`config.mk`:
```
export PLATFORM = sky130hd
export DESIGN_NAME = ptt_cell
export DESIGN_NICKNAME = d
export VERILOG_FILES = /design/src/ptt_pkg.sv /design/src/ptt_cell.sv
export SDC_FILE = /design/constraint.sdc
export NUM_CORES = 1
export LEC_CHECK = 0
export ABC_AREA = 1
export BUFFER_PORTS_ARGS = -buffer_cell sky130_fd_sc_hd__buf_2
export CORE_ASPECT_RATIO = 1.5
export CORE_UTILIZATION = 30
export CTS_BUF_LIST = sky130_fd_sc_hd__clkbuf_8
export DETAILED_ROUTE_END_ITERATION = 8
export GPL_TIMING_DRIVEN = 0
export PLACE_DENSITY_LB_ADDON = 0.3
export REMOVE_ABC_BUFFERS = 1
export SLEW_MARGIN = 20
export SYNTH_ARGS = -nofsm -noshare
export SYNTH_HDL_FRONTEND = slang
export SYNTH_SLANG_ARGS = --single-unit
```
`constraint.sdc`:
```
create_clock -name clk -period 3.75 [get_ports clk]
set_input_delay 0.1875 -clock clk [delete_from_list [all_inputs] [get_ports clk]]
set_output_delay 0.1875 -clock clk [all_outputs]
set_load 0.02 [all_outputs]
```
`src/ptt_pkg.sv`:
```
`timescale 1ns / 1ps
// ----------------------------------------------------------------------------
// ptt_pkg: shared definitions for the priority task table
// Sizes, command and status codes, and the records that travel along the
// slot chain and from the control logic to the slots.
// ----------------------------------------------------------------------------
package ptt_pkg;

	localparam int NUM_SLOTS     = 64;
	localparam int ID_BITS       = 16;
	localparam int PRIORITY_BITS = 32;
	localparam int USER_BITS     = 16;
	localparam int SLOT_W        = (NUM_SLOTS > 1) ? $clog2(NUM_SLOTS) : 1;

	typedef enum logic [1:0] {
		CMD_ADD    = 2'd0,
		CMD_EDIT   = 2'd1,
		CMD_REMOVE = 2'd2,
		CMD_EXEC   = 2'd3
	} cmd_t;

	typedef enum logic [1:0] {
		STAT_OK        = 2'd0,
		STAT_NOT_FOUND = 2'd1,
		STAT_FULL      = 2'd2
	} status_t;

	typedef enum logic [1:0] {
		ST_IDLE,
		ST_SCAN,
		ST_FINISH
	} state_t;

	// Record handed from one slot cell to the next during a scan.
	typedef struct packed {
		logic                     go;
		logic                     match_hit;
		logic [SLOT_W-1:0]        match_idx;
		logic                     free_hit;
		logic [SLOT_W-1:0]        free_idx;
		logic                     best_hit;
		logic [SLOT_W-1:0]        best_idx;
		logic [PRIORITY_BITS-1:0] best_prio;
		logic [ID_BITS-1:0]       best_task;
		logic [USER_BITS-1:0]     best_user;
	} scan_t;

	// Update of one slot, broadcast to all cells.
	typedef struct packed {
		logic                     wr_all;
		logic                     wr_prio;
		logic                     clr;
		logic [SLOT_W-1:0]        idx;
		logic [ID_BITS-1:0]       task_id;
		logic [USER_BITS-1:0]     user_id;
		logic [PRIORITY_BITS-1:0] prio;
	} apply_t;

endpackage

```
`src/ptt_cell.sv`:
```
`timescale 1ns / 1ps
// ----------------------------------------------------------------------------
// ptt_cell: one slot of the task table
// Holds one entry, folds it into the scan record passing by and hands the
// record on to the next cell through its own register.
// ----------------------------------------------------------------------------
module ptt_cell (
	input  logic                              clk,
	input  logic                              arst_n,
	input  logic [ptt_pkg::SLOT_W-1:0]        slot_idx,
	input  logic [ptt_pkg::ID_BITS-1:0]       key_id,
	input  ptt_pkg::scan_t                    scan_in,
	input  ptt_pkg::apply_t                   apply,
	output ptt_pkg::scan_t                    scan_out
);

	logic                                valid_q;
	logic [ptt_pkg::ID_BITS-1:0]         task_q;
	logic [ptt_pkg::USER_BITS-1:0]       user_q;
	logic [ptt_pkg::PRIORITY_BITS-1:0]   prio_q;
	ptt_pkg::scan_t                      scan_nxt;
	ptt_pkg::scan_t                      scan_q;
	logic                                sel;

	assign sel = (apply.idx == slot_idx);

	always_comb begin
		scan_nxt = scan_in;
		if (!scan_in.match_hit && valid_q && (task_q == key_id)) begin
			scan_nxt.match_hit = 1'b1;
			scan_nxt.match_idx = slot_idx;
		end
		if (!scan_in.free_hit && !valid_q) begin
			scan_nxt.free_hit = 1'b1;
			scan_nxt.free_idx = slot_idx;
		end
		if (valid_q && (!scan_in.best_hit || (prio_q > scan_in.best_prio) ||
				((prio_q == scan_in.best_prio) && (task_q > scan_in.best_task)))) begin
			scan_nxt.best_hit  = 1'b1;
			scan_nxt.best_idx  = slot_idx;
			scan_nxt.best_prio = prio_q;
			scan_nxt.best_task = task_q;
			scan_nxt.best_user = user_q;
		end
	end

	always_ff @(posedge clk or negedge arst_n) begin
		if (!arst_n) begin
			scan_q  <= '0;
			valid_q <= 1'b0;
		end else begin
			scan_q <= scan_nxt;
			if (sel && apply.wr_all) begin
				valid_q <= 1'b1;
			end else if (sel && apply.clr) begin
				valid_q <= 1'b0;
			end
		end
	end

	// Entry contents are only read while the valid bit is set.
	always_ff @(posedge clk) begin
		if (sel && apply.wr_all) begin
			task_q <= apply.task_id;
			user_q <= apply.user_id;
			prio_q <= apply.prio;
		end else if (sel && apply.wr_prio) begin
			prio_q <= apply.prio;
		end
	end

	assign scan_out = scan_q;

endmodule

```
==> impl_metrics.json <==
{
  "end_kind": "flop",
  "core_um2": 22600,
  "dr.pass1.iters": 4,
  "post_cts_buffers": 0,
  "antenna_found_initial": 0,
  "crit_path_start_kind": "input port",
  "hold_depth": 3,
  "overflow": 0,
  "cts.sinks": 151,
  "hold_ws_ns": 0.0527,
  "finalCritPeriodShare_pct": 85.8,
  "grt_pass1_wl_mm": 32.9,
  "setup_viol": 0,
  "rr_worst_depth": 12,
  "global_route.usage.met3_pct": 4.23,
  "p_leak_uw": 0.00536,
  "synth_commonest_cells": "218 x nand2_1, 87 x dfrtp_1, 80 x inv_1, 75 x nand3_1, 64 x edfxtp_1",
  "ys_types": 27,
  "grt_max_degree": 72,
  "rows": 67,
  "synth_most_common_cell": "nand2_1",
  "clk_pin_slew_ns": 0.08,
  "routed_wl_mm": 21.2,
  "pwr-share-comb_pct": 28.0,
  "cellPowerDensity_nw_per_um2": 434,
  "grtUsageMet1_pct": 18.1,
  "power.internal_uw": 3060,
  "vias": 6265,
  "syn_area_um2": 6960,
  "cts_tree": "done",
  "dieArea_um2": 23800,
  "grt_use_total_pct": 18.4,
  "ys_seq_area_share_pct": 58.9,
  "arrival_ns": 3.56,
  "fin_util_pct": 47.0,
  "drtAntennaViolNets": 0,
  "crit_required_ns": 4.09,
  "cts-htree-levels": 4,
  "synth_area_per_cell_um2": 9.98,
  "seq_power_share_pct": 44.5,
  "cts_buffers": 17,
  "fin_crit_ns": 3.22,
  "clockPowerShare_pct": 27.5,
  "yosysTopAreaCell": "dfrtp_1",
  "crit_fanout": 71,
  "stdcell_area_um2": 10600,
  "drc": 0,
  "drv_cap": 0,
  "fin_skew_ns": 0.0123,
  "root_buffer": "clkbuf_8",
  "yosys_warnings": 0,
  "initial_core_util_pct": 30.8,
  "synth_area_leaders": "dfrtp_1 31%, edfxtp_1 28%, nand2_1 12%",
  "post-place-ws_ns": 0.198,
  "synth_edf_count": 64,
  "grt_pass1_vias": 6696,
  "nets": 1356,
  "ys_async_sr_fraction_pct": 57.6,
  "ys_seq_elements": 151,
  "dpl.hpwl_mm": 14.4,
  "drt_iter0_markers": 185,
  "yosys.area.top_type_share_pct": 31.3,
  "wl_per_cell_um": 15.0,
  "clk_path_buf_depth": 2,
  "fp.dieW_um": 126,
  "met2_usage_pct": 35.0,
  "drv_slew": 0,
  "p_sw_share_pct": 33.4,
  "hold_class": "input port to flop",
  "synth_cells": 697,
  "status": "completed",
  "num_io_pins": 269,
  "total_power_uw": 4590,
  "worst_pin_slew_ns": 0.932,
  "setup_ws_ns": 0.532,
  "synth_flop_cell": "dfrtp_1",
  "n_antenna_cell": 0,
  "clk-insertion-delay-late_ns": 0.46,
  "viasPerCell": 4.43,
  "gp_congestion": 0.809,
  "place_area_um2": 8600,
  "die_h_um": 189,
  "relSlewSlack_pct": 37.8,
  "p_sw_uw": 1540,
  "irDropWorstVdd_uv": 224,
  "num-fill-cells": 2075,
  "drive_gt1_share_pct": 27.2,
  "crit_type": "input port to flop",
  "areaGrowthSynthToFinish_pct": 52.2,
  "hold_violations": 0,
  "max_clock_freq_mhz": 311,
  "numPortBuffers": 268,
  "rsz0062_at_grt": "no",
  "busiest_layer": "met2"
}
## placed cells by master, fill, tap and decap left out, types with 2 or more instances in the layout
master,count
a211oi_1,2
a21oi_1,24
buf_12,2
buf_16,2
buf_2,267
bufinv_16,2
clkbuf_8,20
clkinv_1,4
clkinvlp_4,3
dfrtp_1,86
dlygate4sd3_1,159
edfxtp_1,64
ha_1,48
inv_1,82
mux2_2,3
nand2_1,218
nand3_1,75
nand4_1,12
nor2_1,28
nor2_4,2
o21a_1,2
o21ai_0,7
o22ai_1,4
or2_2,2
xnor2_1,3
xor2_1,7
## registers in the layout, summed over array words and instances, names as in the netlist
name,flops
scan_out,86
task_q,16
valid_q,1
user_q,16
prio_q,32
## worst max-delay path, cell delays in order
cell,delay [ns]
dlygate4sd3_1,0.55
buf_2,0.12
inv_1,0.04
ha_1,0.28
nand2_1,0.06
nor2_1,0.15
nand4_1,0.11
nor2_1,0.18
nand2_1,0.13
nor2_1,0.13
a21oi_2,0.08
nand2_4,0.69
nand2_8,0.55
nand2_1,0.20
nand2_1,0.08
## cell type report
class | count | area (µm²) | area share, %
timing repair buffer | 431 | 3030 | 28.7
tap | 276 | 345 | 3.26
sequential | 151 | 4100 | 38.7
inverter | 80 | 300 | 2.84
clock inverter | 12 | 110 | 1.04
multi-input combinational | 444 | 2420 | 22.9
clock buffer | 20 | 275 | 2.60
## power by group through the flow
stage	Combinational [µW]	Clock, µW	Sequential, µW
after global placement	1080	0	2120
after detailed placement	1150	0	2070
after floorplan	337	0	2350
after global routing	1400	1370	2070
after CTS	1290	1310	2040
final	1290	1260	2040
## timing repair
item | in CTS | in global routing
hold endpoints to repair | 217 | 0
endpoints found under the setup margin | 0 | 62
hold buffers | 159 | 0
gates resized for setup | 0 | 1
## cell families after synthesis
| family | after synthesis | share of synthesized area [%] |
|---|---|---|
| buf+inv | 102 | 6.60 |
| compound gates | 42 | 3.36 |
| flops | 151 | 58.9 |
| simple gates | 341 | 20.7 |
| mux | 3 | 0.486 |
| xor+xnor | 10 | 1.26 |
| fa+ha+maj | 48 | 8.63 |
## layer usage
| metal | part of all wire (%) | up-vias |
|---|---|---|
| met5 | 0 | - |
| met4 | 3.9 | 0 |
| met3 | 4.3 | 51 |
| met2 | 55 | 186 |
| met1 | 37 | 2902 |
| li1 | - | 3126 |
## metrics by stage
step / instances / TNS (ns)
after CTS: 1414 / 0
after floorplan: 675 / 0
after detailed placement: 1223 / 0
final: 1414 / 0
after global placement: 1219 / -20.21
after global routing: 1414 / 0
## path summary, 6_finish.rpt
| check | startpoint | end | slack, ns |
|---|---|---|---|
| setup / recovery | scan_in[39] | scan_out[18] | 0.53 |
| hold / removal | slot_idx[5] | scan_out[69] | 0.05 |
| setup reg to reg | prio_q[15] | scan_out[18] | 0.54 |
| hold reg to reg | user_q[2] | scan_out[2] | 0.48 |
| max in group asynchronous | arst_n | valid_q | 2.91 |
| min in group asynchronous | arst_n | scan_out[23] | 0.21 |
Power figures use the tool's default switching activity.
